===== src/hdl/svs_pkg.sv =====
// ----------------------------------------------------------------------------
// Via sent-by scanner package
// Shared types, constants, character classes and the scanner transition table.
// ----------------------------------------------------------------------------
`default_nettype none

package svs_pkg;

	// Scan length limit and the widths that follow from it.
	localparam int MAX_LEN = 1024;
	localparam int POS_W   = $clog2(MAX_LEN + 1);
	localparam int MARK_W  = $clog2(MAX_LEN);

	// Fixed field widths of the result.
	localparam int START_W  = 10;
	localparam int LEN_W    = 11;
	localparam int STATUS_W = 3;
	localparam int NFIELD   = 5;

	// Field slots.
	localparam int F_PROTO = 0;
	localparam int F_VER   = 1;
	localparam int F_TR    = 2;
	localparam int F_HOST  = 3;
	localparam int F_PORT  = 4;

	// Queue sizing shared by the front queue and the result queue.
	localparam int QUEUE_DEPTH = 2;
	localparam int QPTR_W      = $clog2(QUEUE_DEPTH);
	localparam int QCNT_W      = $clog2(QUEUE_DEPTH + 1);

	// Configuration port.
	localparam int APB_ADDR_W = 3;
	localparam int APB_DATA_W = 32;
	localparam logic REG_BASE_OFFSET = 1'b0;

	// Characters with a role of their own.
	localparam logic [7:0] CH_TAB    = 8'h09;
	localparam logic [7:0] CH_LF     = 8'h0A;
	localparam logic [7:0] CH_CR     = 8'h0D;
	localparam logic [7:0] CH_SPACE  = 8'h20;
	localparam logic [7:0] CH_BANG   = 8'h21;
	localparam logic [7:0] CH_PCT    = 8'h25;
	localparam logic [7:0] CH_QUOTE  = 8'h27;
	localparam logic [7:0] CH_STAR   = 8'h2A;
	localparam logic [7:0] CH_PLUS   = 8'h2B;
	localparam logic [7:0] CH_DASH   = 8'h2D;
	localparam logic [7:0] CH_DOT    = 8'h2E;
	localparam logic [7:0] CH_SLASH  = 8'h2F;
	localparam logic [7:0] CH_COLON  = 8'h3A;
	localparam logic [7:0] CH_SEMI   = 8'h3B;
	localparam logic [7:0] CH_LBRACK = 8'h5B;
	localparam logic [7:0] CH_RBRACK = 8'h5D;
	localparam logic [7:0] CH_UNDER  = 8'h5F;
	localparam logic [7:0] CH_GRAVE  = 8'h60;
	localparam logic [7:0] CH_TILDE  = 8'h7E;
	localparam logic [7:0] CH_0      = 8'h30;
	localparam logic [7:0] CH_9      = 8'h39;
	localparam logic [7:0] CH_UA     = 8'h41;
	localparam logic [7:0] CH_UF     = 8'h46;
	localparam logic [7:0] CH_UZ     = 8'h5A;
	localparam logic [7:0] CH_LA     = 8'h61;
	localparam logic [7:0] CH_LF_HEX = 8'h66;
	localparam logic [7:0] CH_LZ     = 8'h7A;

	// Result status codes.
	typedef enum logic [STATUS_W-1:0] {
		STAT_RUNNING    = 3'd0,
		STAT_SEMI       = 3'd1,
		STAT_OK         = 3'd2,
		STAT_BAD        = 3'd3,
		STAT_INCOMPLETE = 3'd4,
		STAT_TOO_LONG   = 3'd5
	} status_t;

	// Scanner states.
	typedef enum logic [4:0] {
		SS_SPACES,
		SS_PNAME,
		SS_PNAME_LWS,
		SS_VER_START,
		SS_VER_START_LWS,
		SS_VER,
		SS_VER_LWS,
		SS_TR_START,
		SS_TR_START_LWS,
		SS_TR,
		SS_TR_LWS,
		SS_HOST,
		SS_HOST_LWS,
		SS_V6_START,
		SS_V6,
		SS_V6_END,
		SS_V6_END_LWS,
		SS_PORT_START,
		SS_PORT_START_LWS,
		SS_PORT,
		SS_PORT_LWS,
		SS_SEMI,
		SS_DEAD
	} scan_state_t;

	// Input beat.
	typedef struct packed {
		logic [7:0] byte_in;
		logic       last_byte;
	} item_t;

	// Result beat.
	typedef struct packed {
		logic [STATUS_W-1:0] status;
		logic [START_W-1:0]  protocol_start;
		logic [LEN_W-1:0]    protocol_len;
		logic [START_W-1:0]  version_start;
		logic [LEN_W-1:0]    version_len;
		logic [START_W-1:0]  transport_start;
		logic [LEN_W-1:0]    transport_len;
		logic [START_W-1:0]  host_start;
		logic [LEN_W-1:0]    host_len;
		logic [START_W-1:0]  port_start;
		logic [LEN_W-1:0]    port_len;
	} result_t;

	// Character classes of one byte.
	typedef struct packed {
		logic token;
		logic host;
		logic v6;
		logic digit;
		logic lws;
		logic slash;
		logic colon;
		logic semi;
		logic lbrack;
		logic rbrack;
	} cls_t;

	// Entry of the queue between the front and the back.
	typedef struct packed {
		cls_t cls;
		logic last;
	} fq_entry_t;

	// Head of that queue as the back sees it.
	typedef struct packed {
		logic      valid;
		fq_entry_t ent;
	} fq_head_t;

	// Sort one byte into its character classes.
	function automatic cls_t classify(logic [7:0] c);
		cls_t r;
		logic is_num;
		logic is_alpha;
		logic is_hexl;
		is_num   = (c >= CH_0) && (c <= CH_9);
		is_alpha = ((c >= CH_LA) && (c <= CH_LZ)) || ((c >= CH_UA) && (c <= CH_UZ));
		is_hexl  = ((c >= CH_LA) && (c <= CH_LF_HEX)) || ((c >= CH_UA) && (c <= CH_UF));
		r.digit  = is_num;
		r.host   = is_num || is_alpha || (c == CH_DASH) || (c == CH_DOT);
		r.token  = r.host || (c == CH_BANG) || (c == CH_PCT) || (c == CH_STAR) ||
			(c == CH_UNDER) || (c == CH_PLUS) || (c == CH_GRAVE) ||
			(c == CH_QUOTE) || (c == CH_TILDE);
		r.v6     = is_num || is_hexl || (c == CH_COLON) || (c == CH_DOT);
		r.lws    = (c == CH_SPACE) || (c == CH_TAB) || (c == CH_CR) || (c == CH_LF);
		r.slash  = (c == CH_SLASH);
		r.colon  = (c == CH_COLON);
		r.semi   = (c == CH_SEMI);
		r.lbrack = (c == CH_LBRACK);
		r.rbrack = (c == CH_RBRACK);
		return r;
	endfunction

	// Transition table of the scanner; a byte that no arm accepts leads to SS_DEAD.
	function automatic scan_state_t next_state(scan_state_t s, cls_t c);
		scan_state_t n;
		n = SS_DEAD;
		unique case (s) inside
			SS_SPACES: begin
				if (c.token) n = SS_PNAME;
				else if (c.lws) n = SS_SPACES;
			end
			SS_PNAME: begin
				if (c.token) n = SS_PNAME;
				else if (c.slash) n = SS_VER_START;
				else if (c.lws) n = SS_PNAME_LWS;
			end
			SS_PNAME_LWS: begin
				if (c.lws) n = SS_PNAME_LWS;
				else if (c.slash) n = SS_VER_START;
			end
			SS_VER_START, SS_VER_START_LWS: begin
				if (c.token) n = SS_VER;
				else if (c.lws) n = SS_VER_START_LWS;
			end
			SS_VER: begin
				if (c.token) n = SS_VER;
				else if (c.lws) n = SS_VER_LWS;
				else if (c.slash) n = SS_TR_START;
			end
			SS_VER_LWS: begin
				if (c.lws) n = SS_VER_LWS;
				else if (c.slash) n = SS_TR_START;
			end
			SS_TR_START, SS_TR_START_LWS: begin
				if (c.token) n = SS_TR;
				else if (c.lws) n = SS_TR_START_LWS;
			end
			SS_TR: begin
				if (c.token) n = SS_TR;
				else if (c.lws) n = SS_TR_LWS;
			end
			SS_TR_LWS: begin
				if (c.lws) n = SS_TR_LWS;
				else if (c.host) n = SS_HOST;
				else if (c.lbrack) n = SS_V6_START;
			end
			SS_HOST: begin
				if (c.host) n = SS_HOST;
				else if (c.colon) n = SS_PORT_START;
				else if (c.lws) n = SS_HOST_LWS;
				else if (c.semi) n = SS_SEMI;
			end
			SS_HOST_LWS, SS_V6_END_LWS: begin
				if (c.lws) n = s;
				else if (c.colon) n = SS_PORT_START;
			end
			SS_V6_START: begin
				if (c.v6) n = SS_V6;
			end
			SS_V6: begin
				if (c.v6) n = SS_V6;
				else if (c.rbrack) n = SS_V6_END;
			end
			SS_V6_END: begin
				if (c.lws) n = SS_V6_END_LWS;
				else if (c.colon) n = SS_PORT_START;
				else if (c.semi) n = SS_SEMI;
			end
			SS_PORT_START, SS_PORT_START_LWS: begin
				if (c.digit) n = SS_PORT;
				else if (c.lws) n = SS_PORT_START_LWS;
			end
			SS_PORT: begin
				if (c.digit) n = SS_PORT;
				else if (c.lws) n = SS_PORT_LWS;
				else if (c.semi) n = SS_SEMI;
			end
			SS_PORT_LWS: begin
				if (c.lws) n = SS_PORT_LWS;
				else if (c.semi) n = SS_SEMI;
			end
			default: n = SS_DEAD;
		endcase
		return n;
	endfunction

endpackage

`default_nettype wire


===== src/hdl/svs_cfg.sv =====
// ----------------------------------------------------------------------------
// Configuration registers
// APB-style slave holding the base offset added to every field start.
// ----------------------------------------------------------------------------
`default_nettype none

module svs_cfg (
	input  wire logic                           clk,
	input  wire logic                           arst_n,
	input  wire logic                           psel,
	input  wire logic                           penable,
	input  wire logic                           pwrite,
	input  wire logic [svs_pkg::APB_ADDR_W-1:0] paddr,
	input  wire logic [svs_pkg::APB_DATA_W-1:0] pwdata,
	output logic      [svs_pkg::APB_DATA_W-1:0] prdata,
	output logic                                pready,
	output logic      [svs_pkg::START_W-1:0]    base_offset
);
	import svs_pkg::*;

	logic                 wr_en;
	logic [START_W-1:0]   base_offset_q;

	// The register is selected by the top address bit.
	assign pready = 1'b1;
	assign wr_en  = psel && penable && pwrite && pready &&
		(paddr[APB_ADDR_W-1] == REG_BASE_OFFSET);

	// Base offset register.
	always_ff @(posedge clk or negedge arst_n) begin
		if (!arst_n) begin
			base_offset_q <= '0;
		end else if (wr_en) begin
			base_offset_q <= pwdata[START_W-1:0];
		end
	end

	// Read data: the base offset when the top address bit selects it, zero elsewhere.
	always_comb begin
		prdata = '0;
		if (paddr[APB_ADDR_W-1] == REG_BASE_OFFSET) begin
			prdata = {{(APB_DATA_W-START_W){1'b0}}, base_offset_q};
		end
	end

	assign base_offset = base_offset_q;

endmodule

`default_nettype wire


===== src/hdl/svs_front.sv =====
// ----------------------------------------------------------------------------
// Scanner front end
// Accepts input beats, sorts each byte into character classes and queues it.
// ----------------------------------------------------------------------------
`default_nettype none

module svs_front (
	input  wire logic             clk,
	input  wire logic             arst_n,
	input  wire logic             push,
	input  wire svs_pkg::item_t   item,
	output logic                  full,
	input  wire logic             take,
	output svs_pkg::fq_head_t     head
);
	import svs_pkg::*;

	fq_entry_t           ent_q [QUEUE_DEPTH];
	logic [QPTR_W-1:0]   wr_q;
	logic [QPTR_W-1:0]   rd_q;
	logic [QCNT_W-1:0]   cnt_q;
	logic                wr_en;
	logic                rd_en;

	assign full  = (cnt_q == QCNT_W'(QUEUE_DEPTH));
	assign wr_en = push && !full;
	assign rd_en = take && (cnt_q != '0);

	// Queue storage: classified byte plus its end-of-buffer flag.
	always_ff @(posedge clk) begin
		if (wr_en) begin
			ent_q[wr_q].cls  <= classify(item.byte_in);
			ent_q[wr_q].last <= item.last_byte;
		end
	end

	// Queue pointers and fill count.
	always_ff @(posedge clk or negedge arst_n) begin
		if (!arst_n) begin
			wr_q  <= '0;
			rd_q  <= '0;
			cnt_q <= '0;
		end else begin
			if (wr_en) begin
				wr_q <= (wr_q == QPTR_W'(QUEUE_DEPTH - 1)) ? '0 : wr_q + 1'b1;
			end
			if (rd_en) begin
				rd_q <= (rd_q == QPTR_W'(QUEUE_DEPTH - 1)) ? '0 : rd_q + 1'b1;
			end
			if (wr_en && !rd_en) begin
				cnt_q <= cnt_q + 1'b1;
			end else if (rd_en && !wr_en) begin
				cnt_q <= cnt_q - 1'b1;
			end
		end
	end

	// Oldest queued byte.
	assign head.valid = (cnt_q != '0);
	assign head.ent   = ent_q[rd_q];

endmodule

`default_nettype wire


===== src/hdl/svs_back.sv =====
// ----------------------------------------------------------------------------
// Scanner back end
// Runs the Via state machine one byte per cycle while a byte is queued and the result queue has room.
// ----------------------------------------------------------------------------
`default_nettype none

module svs_back (
	input  wire logic                        clk,
	input  wire logic                        arst_n,
	input  wire logic [svs_pkg::START_W-1:0] base_offset,
	input  wire svs_pkg::fq_head_t           head,
	output logic                             take,
	input  wire logic                        res_full,
	output svs_pkg::result_t                 res
);
	import svs_pkg::*;

	scan_state_t          state_q;
	scan_state_t          ns;
	logic [POS_W-1:0]     pos_q;
	logic [MARK_W-1:0]    marks_q  [NFIELD];
	logic [START_W-1:0]   starts_q [NFIELD];
	logic [LEN_W-1:0]     lens_q   [NFIELD];

	logic [POS_W-1:0]     idx_next;
	logic                 too_long;
	status_t              status_n;
	logic [NFIELD-1:0]    mark_en;
	logic [NFIELD-1:0]    rec_en;
	logic [POS_W-1:0]     rec_end  [NFIELD];
	logic [MARK_W-1:0]    mark_n   [NFIELD];
	logic [START_W-1:0]   start_n  [NFIELD];
	logic [LEN_W-1:0]     len_n    [NFIELD];
	logic [START_W-1:0]   start_sum[NFIELD];
	logic [POS_W-1:0]     len_diff [NFIELD];

	// A byte is taken whenever one is queued and the result queue has room.
	assign take = head.valid && !res_full;

	// Next state of the scanner.
	always_comb begin : next_state_logic
		ns = next_state(state_q, head.ent.cls);
	end

	// Field marks, field records and the status of this byte.
	always_comb begin : step_logic
		idx_next = pos_q + POS_W'(1);
		too_long = (pos_q >= POS_W'(MAX_LEN));
		mark_en  = '0;
		rec_en   = '0;
		for (int f = 0; f < NFIELD; f++) begin
			rec_end[f] = pos_q;
		end

		// Opening and closing of fields on each transition.
		case (ns) inside
			SS_PNAME: begin
				if (state_q == SS_SPACES) mark_en[F_PROTO] = 1'b1;
			end
			SS_PNAME_LWS, SS_VER_START: begin
				if (state_q == SS_PNAME) rec_en[F_PROTO] = 1'b1;
			end
			SS_VER: begin
				if (state_q inside {SS_VER_START, SS_VER_START_LWS}) mark_en[F_VER] = 1'b1;
			end
			SS_VER_LWS, SS_TR_START: begin
				if (state_q == SS_VER) rec_en[F_VER] = 1'b1;
			end
			SS_TR: begin
				if (state_q inside {SS_TR_START, SS_TR_START_LWS}) mark_en[F_TR] = 1'b1;
			end
			SS_TR_LWS: begin
				if (state_q == SS_TR) rec_en[F_TR] = 1'b1;
			end
			SS_HOST, SS_V6_START: begin
				if (state_q == SS_TR_LWS) mark_en[F_HOST] = 1'b1;
			end
			SS_HOST_LWS: begin
				if (state_q == SS_HOST) rec_en[F_HOST] = 1'b1;
			end
			SS_V6_END_LWS: begin
				if (state_q == SS_V6_END) rec_en[F_HOST] = 1'b1;
			end
			SS_PORT_START: begin
				if (state_q inside {SS_HOST, SS_V6_END}) rec_en[F_HOST] = 1'b1;
			end
			SS_PORT: begin
				if (state_q inside {SS_PORT_START, SS_PORT_START_LWS}) mark_en[F_PORT] = 1'b1;
			end
			SS_PORT_LWS: begin
				if (state_q == SS_PORT) rec_en[F_PORT] = 1'b1;
			end
			SS_SEMI: begin
				if (state_q inside {SS_HOST, SS_V6_END}) rec_en[F_HOST] = 1'b1;
				else if (state_q == SS_PORT) rec_en[F_PORT] = 1'b1;
			end
			default: begin
			end
		endcase

		// Status; on the last byte an open host or port is closed after it.
		if (too_long) begin
			status_n = STAT_TOO_LONG;
			mark_en  = '0;
			rec_en   = '0;
		end else if (ns == SS_DEAD) begin
			status_n = STAT_BAD;
		end else if (ns == SS_SEMI) begin
			status_n = STAT_SEMI;
		end else if (head.ent.last) begin
			if (ns == SS_HOST || ns == SS_V6_END) begin
				rec_en[F_HOST]  = 1'b1;
				rec_end[F_HOST] = idx_next;
				status_n        = STAT_OK;
			end else if (ns == SS_PORT) begin
				rec_en[F_PORT]  = 1'b1;
				rec_end[F_PORT] = idx_next;
				status_n        = STAT_OK;
			end else if (ns == SS_HOST_LWS || ns == SS_V6_END_LWS || ns == SS_PORT_LWS) begin
				status_n = STAT_OK;
			end else begin
				status_n = STAT_INCOMPLETE;
			end
		end else begin
			status_n = STAT_RUNNING;
		end

		// Updated marks, starts and lengths; a record sees a mark set by the same byte.
		for (int f = 0; f < NFIELD; f++) begin
			mark_n[f]    = mark_en[f] ? pos_q[MARK_W-1:0] : marks_q[f];
			start_sum[f] = base_offset + START_W'(mark_n[f]);
			len_diff[f]  = rec_end[f] - POS_W'(mark_n[f]);
			start_n[f]   = rec_en[f] ? start_sum[f] : starts_q[f];
			len_n[f]     = rec_en[f] ? LEN_W'(len_diff[f]) : lens_q[f];
		end
	end

	// Result beat for this byte.
	always_comb begin : result_logic
		res.status          = status_n;
		res.protocol_start  = start_n[F_PROTO];
		res.protocol_len    = len_n[F_PROTO];
		res.version_start   = start_n[F_VER];
		res.version_len     = len_n[F_VER];
		res.transport_start = start_n[F_TR];
		res.transport_len   = len_n[F_TR];
		res.host_start      = start_n[F_HOST];
		res.host_len        = len_n[F_HOST];
		res.port_start      = start_n[F_PORT];
		res.port_len        = len_n[F_PORT];
	end

	// Scan state; a finished scan returns everything to its reset value.
	always_ff @(posedge clk or negedge arst_n) begin
		if (!arst_n) begin
			state_q <= SS_SPACES;
			pos_q   <= '0;
			for (int f = 0; f < NFIELD; f++) begin
				marks_q[f]  <= '0;
				starts_q[f] <= '0;
				lens_q[f]   <= '0;
			end
		end else if (take) begin
			if (status_n == STAT_RUNNING) begin
				state_q <= ns;
				pos_q   <= idx_next;
				for (int f = 0; f < NFIELD; f++) begin
					marks_q[f]  <= mark_n[f];
					starts_q[f] <= start_n[f];
					lens_q[f]   <= len_n[f];
				end
			end else begin
				state_q <= SS_SPACES;
				pos_q   <= '0;
				for (int f = 0; f < NFIELD; f++) begin
					marks_q[f]  <= '0;
					starts_q[f] <= '0;
					lens_q[f]   <= '0;
				end
			end
		end
	end

endmodule

`default_nettype wire


===== src/hdl/svs_outq.sv =====
// ----------------------------------------------------------------------------
// Result queue
// Holds finished result beats until the consumer pops them.
// ----------------------------------------------------------------------------
`default_nettype none

module svs_outq (
	input  wire logic              clk,
	input  wire logic              arst_n,
	input  wire logic              wr,
	input  wire svs_pkg::result_t  din,
	output logic                   full,
	input  wire logic              pop,
	output logic                   empty,
	output svs_pkg::result_t       dout
);
	import svs_pkg::*;

	result_t             mem_q [QUEUE_DEPTH];
	logic [QPTR_W-1:0]   wr_q;
	logic [QPTR_W-1:0]   rd_q;
	logic [QCNT_W-1:0]   cnt_q;
	logic                wr_en;
	logic                rd_en;

	assign full  = (cnt_q == QCNT_W'(QUEUE_DEPTH));
	assign empty = (cnt_q == '0);
	assign wr_en = wr && !full;
	assign rd_en = pop && !empty;

	// Result storage.
	always_ff @(posedge clk) begin
		if (wr_en) begin
			mem_q[wr_q] <= din;
		end
	end

	// Pointers and fill count.
	always_ff @(posedge clk or negedge arst_n) begin
		if (!arst_n) begin
			wr_q  <= '0;
			rd_q  <= '0;
			cnt_q <= '0;
		end else begin
			if (wr_en) begin
				wr_q <= (wr_q == QPTR_W'(QUEUE_DEPTH - 1)) ? '0 : wr_q + 1'b1;
			end
			if (rd_en) begin
				rd_q <= (rd_q == QPTR_W'(QUEUE_DEPTH - 1)) ? '0 : rd_q + 1'b1;
			end
			if (wr_en && !rd_en) begin
				cnt_q <= cnt_q + 1'b1;
			end else if (rd_en && !wr_en) begin
				cnt_q <= cnt_q - 1'b1;
			end
		end
	end

	assign dout = mem_q[rd_q];

endmodule

`default_nettype wire


===== src/hdl/sip_via_sentby_scanner.sv =====
// Path: an accepted byte is classified and registered in the front queue; the back end then
// scans it and its result beat is registered in the result queue when that queue has room,
// at which point empty falls and the result can be popped.
// Throughput: one byte per cycle while the result queue has room, set by the state update of the back end.
// Reset: asynchronous, active low; both queues empty, scanner in its before-value
// state with all field records zero, base offset zero. No clearing pass follows.
// ----------------------------------------------------------------------------
// Via sent-by scanner
// Front end classifies bytes into a short queue; back end scans them into results.
// ----------------------------------------------------------------------------
`default_nettype none

module sip_via_sentby_scanner (
	input  wire logic                           clk,
	input  wire logic                           arst_n,
	input  wire logic                           push,
	output logic                                full,
	input  wire svs_pkg::item_t                 item,
	output logic                                empty,
	input  wire logic                           pop,
	output svs_pkg::result_t                    result,
	input  wire logic                           psel,
	input  wire logic                           penable,
	input  wire logic                           pwrite,
	input  wire logic [svs_pkg::APB_ADDR_W-1:0] paddr,
	input  wire logic [svs_pkg::APB_DATA_W-1:0] pwdata,
	output logic      [svs_pkg::APB_DATA_W-1:0] prdata,
	output logic                                pready
);
	import svs_pkg::*;

	logic [START_W-1:0] base_offset;
	fq_head_t           head;
	logic               take;
	logic               res_full;
	result_t            res;

	// Configuration registers.
	svs_cfg u_cfg (
		.clk         (clk),
		.arst_n      (arst_n),
		.psel        (psel),
		.penable     (penable),
		.pwrite      (pwrite),
		.paddr       (paddr),
		.pwdata      (pwdata),
		.prdata      (prdata),
		.pready      (pready),
		.base_offset (base_offset)
	);

	// Front end: accept and classify.
	svs_front u_front (
		.clk    (clk),
		.arst_n (arst_n),
		.push   (push),
		.item   (item),
		.full   (full),
		.take   (take),
		.head   (head)
	);

	// Back end: state machine and field tracking.
	svs_back u_back (
		.clk         (clk),
		.arst_n      (arst_n),
		.base_offset (base_offset),
		.head        (head),
		.take        (take),
		.res_full    (res_full),
		.res         (res)
	);

	// Result queue toward the consumer.
	svs_outq u_outq (
		.clk    (clk),
		.arst_n (arst_n),
		.wr     (take),
		.din    (res),
		.full   (res_full),
		.pop    (pop),
		.empty  (empty),
		.dout   (result)
	);

endmodule

`default_nettype wire


===== config.mk =====
export PLATFORM = sky130hd
export DESIGN_NAME = sip_via_sentby_scanner
export DESIGN_NICKNAME = d
export VERILOG_FILES = /design/src/hdl/svs_pkg.sv /design/src/hdl/svs_cfg.sv /design/src/hdl/svs_front.sv /design/src/hdl/svs_back.sv /design/src/hdl/svs_outq.sv /design/src/hdl/sip_via_sentby_scanner.sv
export SDC_FILE = /design/constraint.sdc
export NUM_CORES = 1
export LEC_CHECK = 0
export BUFFER_PORTS_ARGS = -buffer_cell sky130_fd_sc_hd__buf_2
export CAP_MARGIN = 20
export CORE_ASPECT_RATIO = 0.5
export CORE_MARGIN = 3
export CORE_UTILIZATION = 30
export CTS_CLUSTER_DIAMETER = 100
export DETAILED_ROUTE_END_ITERATION = 8
export PLACE_DENSITY_LB_ADDON = 0.05
export SLEW_MARGIN = 20
export SYNTH_ARGS = -nofsm -noshare
export SYNTH_HDL_FRONTEND = slang
export SYNTH_SLANG_ARGS = --single-unit
export TNS_END_PERCENT = 20

===== constraint.sdc =====
create_clock -name clk -period 8.8 [get_ports clk]
set_input_delay 0.44 -clock clk [delete_from_list [all_inputs] [get_ports clk]]
set_output_delay 0.44 -clock clk [all_outputs]
set_load 0.05 [all_outputs]

==> impl_metrics.ini, run 1 <==
[clocking]
numCtsBuffers = 44
cts.htree.levels = 2
clock-sinks = 427
clockRootBuffer = clkbuf_16
clock_latency_ps = 610
cts_tree = done
cts_max_path_buffers = 3
clk_pin_slew_worst_paths_ps = 70

[critical_path]
start_kind = flip-flop
arrival_ps = 6140
path_buf_inv = 2
crit_family = simple AND/OR/NAND/NOR gates
crit_chain = buf_4, mux2i_1, nor2_1, o21ai_0, nand4_2, nor2_2, or3b_1, nor2_1, a21oi_1, inv_1, ha_1, a21oi_1, nor2b_1, o31a_1, or4_1, a31o_2, a21oi_1, xor2_1, xnor2_1, o21ai_0
required_ps = 9140
critPathKind = flip-flop to flip-flop
slowest_delay_ps = 720
endpoint_kind = flip-flop
cp_slowest_cell = or3b_1
path_common_cell = a21oi_1
path_max_fanout = 38

[global_route]
grt_remaining_overflow = 0
grt_pass1_vias = 15980
grt_max_degree = 88
antenna_found_initial = 1
grtUsageTotal_pct = 16.39
grt_pass1_wl_mm = 103.0

[finish]
drive_above_1_share_pct = 19.00
fin_nets = 2413
antennaDiodeCount = 0
layout_common_cells = 279 x nand2_1, 238 x edfxtp_1, 188 x dfrtp_1
layout_commonest_cell = nand2_1
fillers = 7905
area_delta_synth_final_pct = 13.06

[sta]
relSlewSlack_pct = 29.77
setup_viol = 0
tns_ps = 0
maxSlewViolCount = 0
post-route-period-util_pct = 65.97
rsz0062_at_grt = false
finClkSkew_ps = 27.30
max_freq_mhz = 172.3
worst-slew-pin-transition_ps = 1050
finalHoldViolCount = 0
min_period_ps = 5805

[job]
max_cap_viol_count = 0

[floorplan]
io_pins = 194
core_mm2 = 0.07765
die_y_um = 204.6
start_util_pct = 30.46
die_w_um = 403.1
dieArea_mm2 = 0.08246
fp-row-count = 72

[power]
p_leak_nw = 11.46
power.density_mw_per_mm2 = 360.8
ir_drop_mv = 0.2007
total_power_w = 0.009649

[detailed_routing]
drtAntennaViolNets = 0
routed_wl_mm = 68.15
drc = 0
vias_per_cell = 4.893
drtIter0Drc = 892
vias = 16270
first_pass_iters = 5
wire_per_inst_um = 20.50

[synthesis]
ys.warnings.count = 0
netlist_area_mm2 = 0.02366
synth.ff_latch_count = 427
ys_async_sr_fraction_pct = 44.26
ys_seq_area_share_pct = 50.21
yosysUniqueCellTypes = 95
synthCells = 2148
synth_ff_type = edfxtp_1
avgSynthCellArea_um2 = 11.01
synth-edff-count = 238

[placement]
io_buffers = 146
place.detailed.hpwl_mm = 46.54
gp_congestion = 0.8625

[outcome]
status = finished clean

[worst_hold_path]
hold_class = input pin to flip-flop
-- kinds of logic after synthesis --
logic type | share of synthesized area [%]
other | 0.03175
xor gates and xnor gates | 3.851
buffers and inverters | 4.887
adders and majority gates | 6.083
and+or+nand+nor | 11.69
DFF | 50.21
muxes | 9.558
AOI/OAI and AO/OA | 13.69
-- state kept, by name, indices dropped and copies added, names as in the netlist --
register           cells
u_cfg.base_offset     10
u_front.wr_q           1
u_front.cnt_q          2
u_front.ent_q         22
u_back.pos_q          11
u_outq.wr_q            1
u_outq.rd_q            1
u_outq.mem_q         216
u_back.marks_q        50
u_back.starts_q       50
u_front.rd_q           1
u_back.state_q         5
u_outq.cnt_q           2
u_back.lens_q         55
-- path summary, 6_finish.rpt --
check	start	endpoint	slack (ps)	cells after the start
max reg2reg	u_front.rd_q	u_outq.mem_q[0][104]	2990	20
min reg2reg	u_back.lens_q[28]	u_back.lens_q[28]	460	2
max	u_front.rd_q	u_outq.mem_q[0][104]	2990	20
min	pwdata[6]	u_cfg.base_offset[6]	100	2
min in group asynchronous	arst_n	u_back.starts_q[40]	470	2
max in group asynchronous	arst_n	u_back.starts_q[23]	6350	4
-- synthesized netlist by cell type (all sizes together), types with 10 or more instances --
library cell / count / area share (%)
nor3: 29 / 0.66
a21o: 51 / 1.6
edfxtp: 238 / 30
o21ai: 143 / 3.0
fa: 10 / 0.85
inv: 104 / 1.7
mux2: 148 / 7.1
nor2: 92 / 1.5
buf: 77 / 2.1
a21oi: 68 / 1.4
o31ai: 50 / 1.7
clkbuf: 68 / 1.1
o2bb2ai: 17 / 0.81
nor4: 14 / 0.55
nand3: 39 / 0.85
ha: 99 / 5.2
and3: 18 / 0.48
a31oi: 13 / 0.34
a22o: 51 / 1.9
nor2b: 32 / 0.85
mux2i: 57 / 2.5
xnor2: 52 / 1.9
xor2: 52 / 1.9
nand2: 280 / 4.4
nand2b: 21 / 0.56
dfrtp: 189 / 20
-- per-stage QoR --
step	area [um^2]	cells	utilization (%)	hold slack, ps	setup slack [ps]
finish	26740	3325	34.44	98.12	2995
global route	26740	3325	34.44	80.34	2383
CTS	26740	3325	34.44	57.76	2931
detailed placement	25330	3241	32.62	450.6	2940
global placement	25330	3241	32.62	445.7	2917
floorplan	23730	2169	-	144.4	2477
-- metal layers --
metal  track usage [%]  share of wire (%)  vias to the layer above
li1                  -                  -                     7925
met1             24.51                 52                     8053
met2             25.25                 44                      225
met3             2.472                3.5                       67
met4             2.982                1.4                        0
met5                 0                  0                        -
-- report_power, final --
part | internal, W | switching [W]
logic | 0.00120 | 0.00346
clock network | 0.00105 | 0.000828
registers | 0.00286 | 0.000244
total | 0.00511 | 0.00454
-- worst register-to-register path, delay by kind of cell (launching register included) --
| kind | cells | cell delay [ps] |
|---|---|---|
| AOI/OAI and AO/OA | 7 | 1510 |
| xor gates and xnor gates | 2 | 360 |
| adders and majority gates | 1 | 290 |
| buffers and inverters | 2 | 530 |
| DFF | 1 | 330 |
| muxes | 1 | 480 |
| and+or+nand+nor | 7 | 2050 |
-- what timing repair did --
item | CTS | global route
buffers inserted | 0 | 0
hold buffers | 2 | 0
hold endpoints to repair | 85 | 0
gates resized for setup | 0 | 0
-- final cells by class --
class | count | area (um^2) | share of cell area [%]
clock buffer | 60 | 1202 | 4.496
clock inverter | 22 | 193.9 | 0.7251
inverter | 105 | 394.1 | 1.474
multi-input combinational | 1492 | 10760 | 40.22
sequential | 427 | 11880 | 44.42
tap | 1036 | 1296 | 4.847
timing repair buffer | 183 | 1022 | 3.822
Power figures use the tool's default switching activity.
==> run 2, diff against run 1 <==
==> constraint.sdc (replaced) <==
create_clock -name clk -period 5.2 [get_ports clk]
set_input_delay 0.26 -clock clk [delete_from_list [all_inputs] [get_ports clk]]
set_output_delay 0.26 -clock clk [all_outputs]
set_load 0.05 [all_outputs]
==> run 2 against run 1 <==
- critical path depth rose by 1
- cell count rose by 3.0%
- sequential power rose by 69%
- global-route usage rose by 0.50 points
- flip-flop and latch count did not move
- non-clock buffer count rose by 101
- combinational power rose by 77%
- register-to-register slack got worse by 2700 ps
- clock power rose by 76%
- worst setup slack got worse by 2700 ps
- routed wire length rose by 1.0%
- clock skew fell by 4.3 ps
- critical endpoint is now u_outq.mem_q[0][31]
- largest power group unchanged
==> impl_metrics.ini, run 2 (same netlist as run 1, synthesis figures left out) <==
[floorplan]
dieArea_mm2 = 0.08246
fp-row-count = 72
core_mm2 = 0.07765
start_util_pct = 30.46
die_y_um = 204.6
io_pins = 194
die_w_um = 403.1

[finish]
reg_top3 = u_outq.mem_q x216, u_back.lens_q x55
layout_common_cells = 280 x nand2_1, 238 x edfxtp_1, 183 x dfrtp_1
largest_reg_flops = 216
layout.cells.non_filler = 3426
antennaDiodeCount = 0
drive_above_1_share_pct = 22.47
top_register = u_outq.mem_q
layout_commonest_cell = nand2_1
fin_nets = 2514
area_delta_synth_final_pct = 17.36

[sta]
max_freq_mhz = 203.3
finClkSkew_ps = 22.95
worst-slew-pin-transition_ps = 1025
tns_ps = 0
rsz0062_at_grt = true
maxSlewViolCount = 0
min_period_ps = 4918
post-route-period-util_pct = 94.58
relSlewSlack_pct = 31.48
setup_viol = 0
finalHoldViolCount = 0

[detailed_routing]
first_pass_iters = 5
drtAntennaViolNets = 0
drc = 0
vias_per_cell = 4.856
wire_per_inst_um = 20.10
routed_wl_mm = 68.86
drtIter0Drc = 1285
vias = 16640

[clocking]
numCtsBuffers = 44
cts_max_path_buffers = 3
clock_latency_ps = 600
cts.htree.levels = 2
clock-sinks = 427
clockRootBuffer = clkbuf_16
cts_tree = done
clk_pin_slew_worst_paths_ps = 60

[power]
p_comb_share_pct = 49.0
clkPwrFrac_pct = 19.7
p_leak_nw = 11.99
seq_power_share_pct = 31.3
p_int_w = 0.009063
power.density_mw_per_mm2 = 606.5
netSwitchingPower_w = 0.007775
ir_drop_mv = 0.4227
sw_frac_of_total_pct = 46.18

[critical_path]
start_kind = flip-flop
arrival_ps = 5240
path_max_fanout = 13
required_ps = 5530
r2r_cells = 21
endpoint_kind = flip-flop
critPathKind = flip-flop to flip-flop

[job]
max_cap_viol_count = 0

[global_route]
grt_pass1_wl_mm = 106.5
grtUsageTotal_pct = 16.90
antenna_found_initial = 0
grt_pass1_vias = 16710
grt_max_degree = 110
grt_remaining_overflow = 0

[worst_hold_path]
hold_class = input pin to flip-flop
min_path_cells = 2

[outcome]
status = finished clean

[placement]
io_buffers = 146
place_inst = 3322
gp_congestion = 0.8365
place.detailed.hpwl_mm = 48.46
## run 2: changes by cell type in the layout (fill, tap and decap cells not counted), moves of 5 or more
cell and delta:
buf_4 +80, dlygate4sd3_1 +12, buf_12 +9, clkinv_2 -7
dfrtp_1 -5, dfrtp_2 +5
## run 2: repair_timing
item / in CTS / in global routing
endpoints found under the setup margin: 0 / 33
hold buffers: 14 / 0
buffers inserted: 0 / 8
gates resized for setup: 0 / 16
hold endpoints to repair: 52 / 0
## run 2: metal layers
layer | global-route usage, % | share of wire, % | vias up | routed length, um
met5 | 0 | 0 | - | 0
met4 | 3.389 | 1.7 | 0 | 1151
met3 | 2.698 | 3.9 | 69 | 2667
met2 | 25.59 | 43 | 273 | 29820
met1 | 25.39 | 51 | 8161 | 35220
li1 | - | - | 8135 | -
## run 2: path summary, 6_finish.rpt
check                                   from                   to  slack (ps)
min in group asynchronous             arst_n  u_back.starts_q[42]         170
max                             u_front.rd_q  u_outq.mem_q[0][31]         280
min                                  item[8]  u_front.ent_q[1][6]          90
max in group asynchronous             arst_n          u_outq.rd_q        3980
max reg2reg                     u_front.rd_q  u_outq.mem_q[0][31]         280
min reg2reg                u_back.lens_q[26]    u_back.lens_q[26]         460
## run 2: through the flow
step                setup WS [ps]  util [%]  hold WS, ps  area (um^2)  total power (W)
floorplan                   -1123         -       -35.59        23730          0.01121
global placement            230.3     33.54        224.6        26050          0.01368
detailed placement          224.0     33.54        228.2        26050          0.01368
CTS                         198.1     35.62        40.73        27660          0.01711
global route               -1.600     35.75        68.49        27760          0.01789
finish                      281.7     35.75        86.66        27760          0.01684
## run 2: power by group through the flow
stage          logic (W)  clock network, W  registers (W)
2_1_floorplan    0.00595                 0        0.00525
3_3_place_gp     0.00834                 0        0.00534
3_5_place_dp     0.00832                 0        0.00536
4_1_cts          0.00837           0.00345        0.00529
5_1_grt          0.00892           0.00360        0.00537
6_report         0.00825           0.00331        0.00527
## run 2: cell type report
| type | count | area, um^2 |
|---|---|---|
| flip-flops and latches | 427 | 11890 |
| clock buffers | 59 | 1209 |
| multi-input cells | 1492 | 10790 |
| well taps | 1036 | 1296 |
| repair buffers | 284 | 1923 |
| inverters | 105 | 394.1 |
| fillers | 7832 | 49890 |
| clock inverters | 23 | 269.0 |
## run 2: worst max-delay path: stages (launching register included)
cell and delay (ps):
dfrtp_2 470, buf_4 210, nor3b_1 170, buf_4 150, or2_1 260, a32o_1 220, nor4_2 380, a21oi_1 140
nor4b_4 170, buf_12 190, xnor2_1 150, ha_1 230, fa_1 390, nor2b_1 120, o21ai_0 90, a21boi_0 300
o21ai_0 130, nand2b_1 110, a31oi_1 110, o21ai_0 210, xor2_1 120, mux2_1 310
